**src/hw/rtl/vmfc_pkg.sv**
```systemverilog
package vmfc_pkg;

    localparam int MAX_TAPS_DEF     = 64;
    localparam int SAMPLE_WIDTH_DEF = 16;
    localparam int RESULT_W         = 32;

    // item command codes
    localparam logic CMD_LOAD = 1'b0;
    localparam logic CMD_PUSH = 1'b1;

    // controls broadcast to every cell of the chain
    typedef struct packed {
        logic push;      // shift the sample line, refresh the working lines
        logic shift_w;   // advance the working sample line toward cell 0
        logic shift_g;   // advance the working tap line toward cell 0
    } t_cell_ctrl;

endpackage

```
**src/hw/rtl/vmfc_cell.sv**
```systemverilog
module vmfc_cell #(
    parameter int SAMPLE_WIDTH = vmfc_pkg::SAMPLE_WIDTH_DEF
) (
    input  logic                           i_clk,
    input  vmfc_pkg::t_cell_ctrl           i_ctrl,
    input  logic                           i_tap_we,
    input  logic signed [SAMPLE_WIDTH-1:0] i_tap_data,
    input  logic signed [SAMPLE_WIDTH-1:0] i_sample_next,
    input  logic signed [SAMPLE_WIDTH-1:0] i_work_next,
    input  logic signed [SAMPLE_WIDTH-1:0] i_coef_next,
    output logic signed [SAMPLE_WIDTH-1:0] o_sample,
    output logic signed [SAMPLE_WIDTH-1:0] o_work,
    output logic signed [SAMPLE_WIDTH-1:0] o_coef
);

    logic signed [SAMPLE_WIDTH-1:0] r_sample;
    logic signed [SAMPLE_WIDTH-1:0] r_tap;
    logic signed [SAMPLE_WIDTH-1:0] r_work;
    logic signed [SAMPLE_WIDTH-1:0] r_coef;

    always_ff @(posedge i_clk) begin
        if (i_tap_we) begin
            r_tap <= i_tap_data;
        end
        if (i_ctrl.push) begin
            r_sample <= i_sample_next;
            // working copy takes the post-shift sample and the current tap
            r_work   <= i_sample_next;
            r_coef   <= r_tap;
        end else begin
            if (i_ctrl.shift_w) begin
                r_work <= i_work_next;
            end
            if (i_ctrl.shift_g) begin
                r_coef <= i_coef_next;
            end
        end
    end

    assign o_sample = r_sample;
    assign o_work   = r_work;
    assign o_coef   = r_coef;

endmodule

```
**config.mk**
```make
export PLATFORM = sky130hd
export DESIGN_NAME = vmfc_cell
export DESIGN_NICKNAME = d
export VERILOG_FILES = /design/src/hw/rtl/vmfc_pkg.sv /design/src/hw/rtl/vmfc_cell.sv
export SDC_FILE = /design/constraint.sdc
export NUM_CORES = 1
export LEC_CHECK = 0
export BUFFER_PORTS_ARGS = -buffer_cell sky130_fd_sc_hd__buf_4
export CORE_AREA = 2 2 79 81
export CTS_BUF_LIST = sky130_fd_sc_hd__clkbuf_8
export CTS_CLUSTER_SIZE = 28
export DETAILED_ROUTE_END_ITERATION = 7
export DIE_AREA = 0 0 81 83
export GPL_TIMING_DRIVEN = 0
export HOLD_SLACK_MARGIN = 0.05
export PLACE_DENSITY = 0.85
export SLEW_MARGIN = 30
export SYNTH_ARGS = -nofsm -noshare
export SYNTH_HDL_FRONTEND = slang
export SYNTH_SLANG_ARGS = --single-unit
```
**constraint.sdc**
```tcl
create_clock -name i_clk -period 1.5 [get_ports i_clk]
set_input_delay 0.3 -clock i_clk [delete_from_list [all_inputs] [get_ports i_clk]]
set_output_delay 0.3 -clock i_clk [all_outputs]
set_load 0.02 [all_outputs]
```
# Word-level counts from Yosys, hierarchy flattened
# Index checks and enable logic that the tools add are counted.
# totals
wordCells	10
inputBits	69
out_inout_bits	48
register_bits	64
# classes
mux	4
reduce_logical	2
# op_table
operator	n
2-to-1 mux 16 bit	4
nonzero test 2 bit	2

# Logic depth before layout (Yosys ltp)
# Gate-level depths: netlist of the first run.
# logic_depth
ltp_word	2
ltp_mapped	3
depth_no_buf	1

# Worst setup path after synthesis of the first run
# No wires, ideal clock.
# synth_timing
kind	input to register
from	in i_ctrl[2] in the netlist's numbering
to	reg r_coef[0] (netlist: o_coef[0]) (enable)
arrival_ps	984
path_slack_ps	225
stages	3
cell_sequence	buf_6 > buf_12 > or2_2
# synth_between
elab_chain_cells	1
# synth_rtl
element	line	text
start, declared	vmfc_cell.sv:5	input vmfc_pkg::t_cell_ctrl i_ctrl,
nonzero test 2 bit (no source line)	--	
end signal, assigned	vmfc_cell.sv:29	r_coef <= r_tap;
end signal, assigned	vmfc_cell.sv:35	r_coef <= i_coef_next;
end, declared	vmfc_cell.sv:19	logic signed [SAMPLE_WIDTH-1:0] r_coef;
# Every way passes these cells.
# A chain may end at the register's enable or synchronous reset.

# Worst setup path after layout of the first run
# layout_timing
from	in i_ctrl[2] in the netlist's numbering
to	reg r_work[6] (netlist: o_work[6]) (enable)
# layout_between
elab_chain_cells	1
# layout_rtl
element	line	text
nonzero test 2 bit (no source line)	--	
end signal, assigned	vmfc_cell.sv:28	r_work <= i_sample_next;
end signal, assigned	vmfc_cell.sv:32	r_work <= i_work_next;
end, declared	vmfc_cell.sv:18	logic signed [SAMPLE_WIDTH-1:0] r_work;
# Every way passes these cells.

==> key figures, run 1 <==
Run status
  • Outcome: finished clean

Place
  • Routability Congestion: 0.683
  • Hpwl dp: 3550 um
  • Place WS: -0.150 ns
  • # port buffers: 116

STA
  • Period utilisation layout: 85.0%
  • Worst Max-Slew Pin Slew: 0.380 ns
  • Minimum clock period after layout: 1.28 ns
  • Setup-failing EPs final: 0
  • Hold Vio Cnt, Final: 0
  • Final Max Tran Viols: 0
  • Clock Skew: 0.00151 ns
  • Relative slew margins: 74.7%
  • Final hold slack: 0.153 ns
  • Final worst slack: 0.225 ns
  • RSZ-0062 raised after global routing: no
  • Setup TNS: 0 ns
  • Fmax: 784 MHz

Logic synthesis
  • Avg Synthesized Cell Area: 24.2 um^2
  • Synth warn: 0
  • Synth Register Bits: 64
  • Post-synthesis cell count: 102
  • Largest family of logic cells by synthesized area: multiplexers
  • XOR/XNOR Fraction of Synth Area: 0%
  • Simple-gate area share of the yosys netlist: 0.506%
  • Netlist cell types: 6
  • Post-Synthesis Cell Area: 0.00247 mm^2
  • Compound-Gate Fraction of Synth Area: 0%
  • Syn Nets: 171
  • Post-synthesis sequential area ratio: 77.8%
  • Synth Area in Adders: 0%
  • Multiplexer share of the synthesized area: 18.8%

Clock network
  • CTS root buffer: clkbuf_8
  • Latest clock arrival within the worst-skew pair: 0.32 ns
  • Number of H-tree levels: 3
  • Cts hold-fix bufs: 0
  • CTS resizes: 0
  • Postcts setup bufs: 0
  • Clk buf depth: 2
  • Worst-path clk slew: 0.06 ns
  • CTS tree: built
  • CTS Buf Count: 9
  • Clock Sinks: 64

Setup path
  • Critical Path Source Type: input port
  • Worst Setup End Kind: flop
  • CP Data Required Time: 1.48 ns
  • CP Data Arrival Time: 1.26 ns
  • Crit path max fanout: 17
  • Path type of the worst setup path: in -> reg

Routing
  • Via count: 1362
  • DR WL/cell: 14.3 um
  • Via/cell ratio: 4.41
  • DRT iter0 DRCs: 44
  • DR pass1 iterations: 4
  • Post-route ant nets: 0
  • Drc violations: 0
  • Routed Wire Length: 4430 um

Global routing
  • First-pass GRT wire length: 6580 um
  • Remaining Overflow, GRT: 0
  • Pin count of the biggest net entering global routing: 18
  • Initial antenna violation count: 0
  • Gr usage total: 13.4%
  • Vias in the first global route: 1432

Flow run
  • Max cap viols: 0

Power and ir drop
  • Pwr dens: 1160 mW/mm^2
  • Maximum vdd drop: 0.707 mV
  • Total power: 4.21 mW
  • Pleak: 1.58 nW

Layout
  • Area delta synth->final: 46.3%
  • Register Area: 0.00192 mm^2
  • Share of cells above drive strength 1: 70.9%
  • Area of the multi-input gates: 478 um^2
  • Commonest cells after routing, fill and taps aside: buf_4, edfxtp_1, mux2_4
  • Fillers: 420
  • Leading cell type in the layout, fill and taps excluded: buf_4
  • Fin nets: 298
  • Inserted Diodes: 0

Floorplanning
  • Starting Density: 42.5%
  • Die area: 0.00672 mm^2
  • I/O pin cnt: 117
  • Die height: 83 um
  • Row cnt: 28
  • CORE AREA: 0.00582 mm^2
  • Die width: 81 um

Min path
  • Worst Hold Class: in -> reg
[sequential cells by signal (all words and copies together) (netlist names)]
name      count
o_sample     16
r_tap        16
o_coef       16
o_work       16
[synthesized netlist by cell type, drive strengths merged]
library cell | count | share of area (%)
or2 | 2 | 0.51
mux2 | 32 | 19
edfxtp | 64 | 78
buf | 4 | 2.9
[power by group]
part           internal (mW)  switching (mW)  leakage [nW]
sequential              2.16          0.0439         0.639
clock                  0.737           0.567         0.100
combinational          0.383           0.317         0.842
[stage by stage]
| step | std cells | instance area [um^2] | utilization (%) |
|---|---|---|---|
| after detailed placement | 293 | 3440 | 59.1 |
| after CTS | 309 | 3610 | 62.2 |
| after global routing | 309 | 3610 | 62.2 |
| after global placement | 293 | 3440 | 59.1 |
| after floorplan | 102 | 2470 | - |
| final | 309 | 3610 | 62.2 |
[final timing paths]
kind                              endpoint  slack (ns)  cells after the start          start
worst max register to register  o_coef[11]        0.60                      1      r_tap[11]
worst min-delay path              r_tap[9]        0.15                      1  i_tap_data[9]
worst min register to register  o_coef[14]        0.54                      1      r_tap[14]
worst max-delay path             o_work[6]        0.22                      4      i_ctrl[2]
[metal layers]
layer | vias to the layer above | share of wire, % | routed length, um | track usage, %
li1 | 658 | - | - | -
met1 | 609 | 36 | 1600 | 13.9
met2 | 92 | 50 | 2210 | 22.4
met3 | 3 | 14 | 600 | 5.65
met4 | 0 | 0.50 | 22 | 7.40
met5 | - | 0 | 0 | 0
[layout make-up]
type | count | share of cell area [%]
flip-flops and latches | 64 | 53.2
repair buffers | 116 | 24.1
multi-input cells | 34 | 13.2
clock buffers | 9 | 3.43
well taps | 75 | 2.60
plain buffers | 4 | 1.97
clock inverters | 7 | 1.52
[critical path, stage by stage]
cell and delay (ns):
buf_4 0.23, buf_6 0.20, buf_12 0.15, or2_2 0.36
[logic make-up after synthesis]
kind of cell  Yosys count
buf+inv                 4
flops                  64
mux                    32
simple gates            2
Power figures use the tool's default switching activity.
==> run 2: changes to the inputs <==
--- a/config.mk
+++ b/config.mk
@@ -6,14 +6,14 @@
 export NUM_CORES = 1
 export LEC_CHECK = 0
 export BUFFER_PORTS_ARGS = -buffer_cell sky130_fd_sc_hd__buf_4
-export CORE_AREA = 2 2 79 81
+export CORE_AREA = 2 2 75 77
 export CTS_BUF_LIST = sky130_fd_sc_hd__clkbuf_8
 export CTS_CLUSTER_SIZE = 28
 export DETAILED_ROUTE_END_ITERATION = 7
-export DIE_AREA = 0 0 81 83
+export DIE_AREA = 0 0 77 79
 export GPL_TIMING_DRIVEN = 0
 export HOLD_SLACK_MARGIN = 0.05
-export PLACE_DENSITY = 0.85
+export PLACE_DENSITY = 0.79
 export SLEW_MARGIN = 30
 export SYNTH_ARGS = -nofsm -noshare
 export SYNTH_HDL_FRONTEND = slang
==> run 2 against run 1 <==
Final cell count shrank 0.97%. Clock skew grew 0.00098 ns. Clock power grew 14%. Fmax shrank 0.94%. Sequential cell count is the same. Count of clock-buffer cells in the layout is the same. First-iteration DRC count grew 11%. Critical endpoint is now o_work[13]. Highest routed layer unchanged.
==> key figures, run 2 (synthesis gave the netlist of run 1 again) <==
Min path
  • Worst Hold Class: in -> reg (unchanged)

STA
  • Minimum clock period after layout: 1.29 ns (was 1.28 ns)
  • Hold Vio Cnt, Final: 0 (unchanged)
  • Relative slew margins: 75.4% (was 74.7%)
  • RSZ-0062 raised after global routing: no (unchanged)
  • Final Max Tran Viols: 0 (unchanged)
  • Final hold slack: 0.150 ns (was 0.153 ns)
  • Fmax: 777 MHz (was 784 MHz)
  • Setup-failing EPs final: 0 (unchanged)
  • Period utilisation layout: 85.8% (was 85.0%)
  • Clock Skew: 0.00249 ns (was 0.00151 ns)
  • Worst Max-Slew Pin Slew: 0.369 ns (was 0.380 ns)

Setup path
  • CP Data Arrival Time: 1.27 ns (was 1.26 ns)
  • Worst Setup End Kind: flop (unchanged)
  • Crit path max fanout: 17 (unchanged)
  • Critical Path Source Type: input port (unchanged)
  • Slowest cell on crit path: or2_2 (unchanged)
  • CP Data Required Time: 1.48 ns (about the same)
  • Worst-path cell chain: buf_4, buf_6, buf_12, or2_2 (unchanged)
  • Path type of the worst setup path: in -> reg (unchanged)
  • CP peak stage delay: 0.35 ns (was 0.36 ns)

Routing
  • Drc violations: 0 (unchanged)
  • Post-route ant nets: 0 (unchanged)
  • DRT iter0 DRCs: 49 (was 44)
  • Via count: 1374 (was 1362)
  • Routed Wire Length: 4300 um (was 4430 um)
  • DR WL/cell: 14.0 um (was 14.3 um)
  • Via/cell ratio: 4.49 (was 4.41)
  • DR pass1 iterations: 4 (unchanged)

Place
  • Post-DP Area: 0.00343 mm^2 (was 0.00344 mm^2)
  • Routability Congestion: 0.669 (was 0.683)
  • Hpwl dp: 3220 um (was 3550 um)
  • # port buffers: 116 (unchanged)

Clock network
  • CTS tree: built (unchanged)
  • Clk buf depth: 2 (unchanged)
  • CTS root buffer: clkbuf_8 (unchanged)
  • Clock Sinks: 64 (unchanged)
  • Postcts setup bufs: 0 (unchanged)
  • Number of H-tree levels: 3 (unchanged)
  • Worst-path clk slew: 0.06 ns (about the same)
  • CTS Buf Count: 9 (unchanged)
  • Latest clock arrival within the worst-skew pair: 0.32 ns (about the same)
  • Cts hold-fix bufs: 0 (unchanged)
  • CTS resizes: 0 (unchanged)

Power and ir drop
  • Internal power: 3.45 mW (was 3.28 mW)
  • Maximum vdd drop: 0.722 mV (was 0.707 mV)
  • Clock power frac: 33.8% (was 31.0%)
  • Pwr dens: 1210 mW/mm^2 (was 1160 mW/mm^2)
  • Reg power frac: 50.2% (was 52.4%)
  • Pleak: 1.60 nW (was 1.58 nW)
  • P_sw: 931 uW (was 928 uW)
  • Sw Share: 21.2% (was 22.0%)
  • Comb power frac: 16.0% (was 16.6%)

Floorplanning
  • Die width: 77 um (was 81 um)
  • Row cnt: 27 (was 28)
  • Starting Density: 46.3% (was 42.5%)
  • Die height: 79 um (was 83 um)
  • CORE AREA: 0.00534 mm^2 (was 0.00582 mm^2)
  • Die area: 0.00608 mm^2 (was 0.00672 mm^2)
  • I/O pin cnt: 117 (unchanged)

Layout
  • Fin nets: 298 (unchanged)
  • Leading cell type in the layout, fill and taps excluded: buf_4 (unchanged)
  • Share of cells above drive strength 1: 70.9% (unchanged)
  • Inserted Diodes: 0 (unchanged)
  • Final Util: 68.1% (was 62.2%)
  • Area delta synth->final: 47.1% (was 46.3%)
  • Commonest cells after routing, fill and taps aside: buf_4, edfxtp_1, mux2_4 (unchanged)
  • Finished layout cell area: 0.00364 mm^2 (was 0.00361 mm^2)

Global routing
  • Vias in the first global route: 1405 (was 1432)
  • Initial antenna violation count: 0 (unchanged)
  • Gr usage total: 14.8% (was 13.4%)
  • First-pass GRT wire length: 6640 um (was 6580 um)
  • Pin count of the biggest net entering global routing: 18 (unchanged)
  • Remaining Overflow, GRT: 0 (unchanged)

Run status
  • Outcome: finished clean (unchanged)

Flow run
  • Max cap viols: 0 (unchanged)
[run 2: cell count changes in the layout (fill, tap and decap cells not counted)]
cell	previous run	this run
bufinv_16	1	2
clkinv_1	2	1
clkinv_2	2	1
inv_1	2	3
[run 2: path summary, 6_finish.rpt]
kind | start | to | slack [ns] | cells past startpoint
hold reg to reg | r_tap[12] | o_coef[12] | 0.54 | 1
setup reg to reg | r_tap[4] | o_coef[4] | 0.62 | 1
hold / removal | i_tap_data[0] | r_tap[0] | 0.15 | 1
setup / recovery | i_ctrl[2] | o_work[13] | 0.21 | 4
[run 2: power by group through the flow]
stage	combinational [mW]	sequential (mW)	clock, mW
after floorplan	0.166	2.41	0
after global placement	0.701	2.23	0
after detailed placement	0.706	2.24	0
after CTS	0.707	2.20	1.53
after global routing	0.738	2.22	1.59
final	0.700	2.20	1.48
[run 2: through the flow]
| stage | setup slack (ns) | TNS [ns] | cells | power (mW) |
|---|---|---|---|---|
| finish | 0.212 | 0 | 306 | 4.38 |
| global route | 0.115 | 0 | 306 | 4.54 |
| CTS | 0.208 | 0 | 306 | 4.44 |
| global placement | -0.129 | -3.67 | 290 | 2.93 |
| floorplan | 0.225 | 0 | 102 | 2.57 |
| detailed placement | -0.145 | -4.28 | 290 | 2.95 |
[run 2: metal layers]
layer / GRT usage [%] / routed length [um] / vias up
met5: 0 / 0 / -
met4: 9.11 / 67 / 0
met3: 5.80 / 482 / 5
met2: 23.9 / 2150 / 91
met1: 16.7 / 1600 / 622
li1: - / - / 656
[run 2: worst max-delay path: cells and delay by family]
kind	cells	cell delay, ns
buffers and inverters	3	0.60
and+or+nand+nor	1	0.35
[run 2: cell type report]
cell class,count,area (um^2)
plain buffers,4,71.3
clock buffers,9,124
clock inverters,7,80.1
fillers,364,1700
multi-input cells,34,478
flip-flops and latches,64,1920
well taps,72,90.1
repair buffers,116,871
==> run 3: changes to the inputs <==
--- a/config.mk
+++ b/config.mk
@@ -13,7 +13,7 @@
 export DIE_AREA = 0 0 77 79
 export GPL_TIMING_DRIVEN = 0
 export HOLD_SLACK_MARGIN = 0.05
-export PLACE_DENSITY = 0.79
+export PLACE_DENSITY_LB_ADDON = 0.3
 export SLEW_MARGIN = 30
 export SYNTH_ARGS = -nofsm -noshare
 export SYNTH_HDL_FRONTEND = slang
==> run 3 against run 2 <==
Die area unchanged. Largest power group unchanged. Sequential share of layout area grew 0.40 points. Hold slack worse by 0.0097 ns. Clock power down 10%. Power is 3.5% lower. Highest routed layer unchanged. Critical endpoint is now o_coef[8]. Sequential power about the same. Final cell count decreased by 0.33%. First-iteration DRC count increased by 8.2%. Critical path depth unchanged. Design area decreased by 0.76%. Combinational power is 0.6% lower.
==> key figures, run 3 (synthesis gave the netlist of run 1 again) <==
STA
  • Clock Skew: 0.00329 ns (was 0.00249 ns)
  • Setup TNS: 0 ns (unchanged)
  • Worst Max-Slew Pin Slew: 0.410 ns (was 0.369 ns)
  • Setup-failing EPs final: 0 (unchanged)
  • Minimum clock period after layout: 1.30 ns (was 1.29 ns)
  • Relative slew margins: 72.7% (was 75.4%)
  • Hold Vio Cnt, Final: 0 (unchanged)
  • Final Max Tran Viols: 0 (unchanged)
  • RSZ-0062 raised after global routing: no (unchanged)
  • Final hold slack: 0.140 ns (was 0.150 ns)
  • Period utilisation layout: 86.4% (was 85.8%)
  • Fmax: 771 MHz (was 777 MHz)

Layout
  • Commonest cells after routing, fill and taps aside: buf_4, edfxtp_1, mux2_4 (unchanged)
  • Fillers: 392 (was 364)
  • Fin nets: 298 (unchanged)
  • Area delta synth->final: 46.0% (was 47.1%)
  • Leading cell type in the layout, fill and taps excluded: buf_4 (unchanged)
  • Inserted Diodes: 0 (unchanged)
  • Share of cells above drive strength 1: 71.7% (was 70.9%)

Global routing
  • Gr usage total: 14.7% (was 14.8%)
  • Remaining Overflow, GRT: 0 (unchanged)
  • Initial antenna violation count: 0 (unchanged)
  • Pin count of the biggest net entering global routing: 18 (unchanged)
  • First-pass GRT wire length: 6430 um (was 6640 um)
  • Vias in the first global route: 1317 (was 1405)

Floorplanning
  • CORE AREA: 0.00534 mm^2 (unchanged)
  • Starting Density: 46.3% (unchanged)
  • Die height: 79 um (unchanged)
  • Row cnt: 27 (unchanged)
  • Die area: 0.00608 mm^2 (unchanged)
  • Die width: 77 um (unchanged)
  • I/O pin cnt: 117 (unchanged)

Power and ir drop
  • Sw Share: 22.5% (was 21.2%)
  • P_sw: 950 uW (was 931 uW)
  • Comb power frac: 16.5% (was 16.0%)
  • Pleak: 1.58 nW (was 1.60 nW)
  • Clock power frac: 31.6% (was 33.8%)
  • Internal power: 3.28 mW (was 3.45 mW)
  • Reg power frac: 52.0% (was 50.2%)
  • Maximum vdd drop: 0.732 mV (was 0.722 mV)
  • Pwr dens: 1170 mW/mm^2 (was 1210 mW/mm^2)

Clock network
  • Number of H-tree levels: 3 (unchanged)
  • CTS root buffer: clkbuf_8 (unchanged)
  • Clk buf depth: 2 (unchanged)
  • Postcts setup bufs: 0 (unchanged)
  • Clock Sinks: 64 (unchanged)
  • Latest clock arrival within the worst-skew pair: 0.33 ns (was 0.32 ns)
  • CTS resizes: 0 (unchanged)
  • CTS Buf Count: 9 (unchanged)
  • Cts hold-fix bufs: 0 (unchanged)
  • Worst-path clk slew: 0.07 ns (was 0.06 ns)
  • CTS tree: built (unchanged)

Place
  • Routability Congestion: 0.714 (was 0.669)
  • Hpwl dp: 3140 um (was 3220 um)
  • # port buffers: 116 (unchanged)

Setup path
  • Worst Setup End Kind: flop (unchanged)
  • CP Data Required Time: 1.48 ns (about the same)
  • Crit path max fanout: 17 (unchanged)
  • CP Data Arrival Time: 1.28 ns (was 1.27 ns)
  • Critical Path Source Type: input port (unchanged)
  • Worst Setup SP: i_ctrl[2] (unchanged)
  • FF-to-FF path depth: 1 (unchanged)
  • Worst R2R Start: r_tap[13] (was r_tap[4])
  • Path type of the worst setup path: in -> reg (unchanged)

Min path
  • Worst Hold Class: in -> reg (unchanged)
  • Worst Hold Launch: i_tap_data[1] (was i_tap_data[0])
  • Hold depth: 1 (unchanged)

Routing
  • Post-route ant nets: 0 (unchanged)
  • Routed Wire Length: 4290 um (was 4300 um)
  • DRT iter0 DRCs: 53 (was 49)
  • DR pass1 iterations: 4 (unchanged)
  • Via count: 1352 (was 1374)
  • Via/cell ratio: 4.43 (was 4.49)
  • DR WL/cell: 14.0 um (about the same)
  • Drc violations: 0 (unchanged)

Run status
  • Outcome: finished clean (unchanged)

Flow run
  • Max cap viols: 0 (unchanged)
-- run 3: cell types whose count changed in the layout (fill, tap and decap cells not counted), sizes merged --
cell	previous run	this run
clkinv	2	4
inv	3	1
bufinv	2	1
-- run 3: worst paths after layout --
kind | end | slack, ns
setup reg to reg | o_coef[13] | 0.62
setup / recovery | o_coef[8] | 0.20
hold reg to reg | o_coef[5] | 0.55
hold / removal | r_tap[1] | 0.14
-- run 3: critical path: stages --
cell    delay [ns]
buf_4         0.24
buf_6         0.20
buf_12        0.15
or2_2         0.38
-- run 3: cell type report --
type / count / area (um^2) / area share, %
Clock inverter: 6 / 52.6 / 1.46
Timing Repair Buffer: 116 / 871 / 24.1
Sequential cell: 64 / 1920 / 53.3
Buffer: 4 / 71.3 / 1.98
Clock buffer: 9 / 124 / 3.43
Tap cell: 72 / 90.1 / 2.50
Multi-Input combinational cell: 34 / 478 / 13.2
-- run 3: per-layer routing --
layer	up-vias	GRT usage, %	routed length [um]
met2	80	24.2	2180
met1	609	16.4	1580
met5	-	0	0
met4	0	10.2	103
met3	9	4.66	425
li1	654	-	-
-- run 3: power by group through the flow --
| stage | registers [mW] | clock network (mW) | logic [mW] |
|---|---|---|---|
| finish | 2.20 | 1.33 | 0.696 |
| detailed placement | 2.24 | 0 | 0.703 |
| global route | 2.22 | 1.42 | 0.731 |
| CTS | 2.20 | 1.37 | 0.703 |
| floorplan | 2.41 | 0 | 0.166 |
| global placement | 2.23 | 0 | 0.699 |
-- run 3: through the flow --
step	area (um^2)	util, %	power (mW)	std cells	setup WS [ns]
floorplan	2470	-	2.57	102	0.225
finish	3610	67.6	4.23	305	0.203
CTS	3610	67.6	4.28	305	0.201
global route	3610	67.6	4.37	305	0.124
detailed placement	3430	64.3	2.94	290	-0.165
global placement	3430	64.3	2.93	290	-0.147
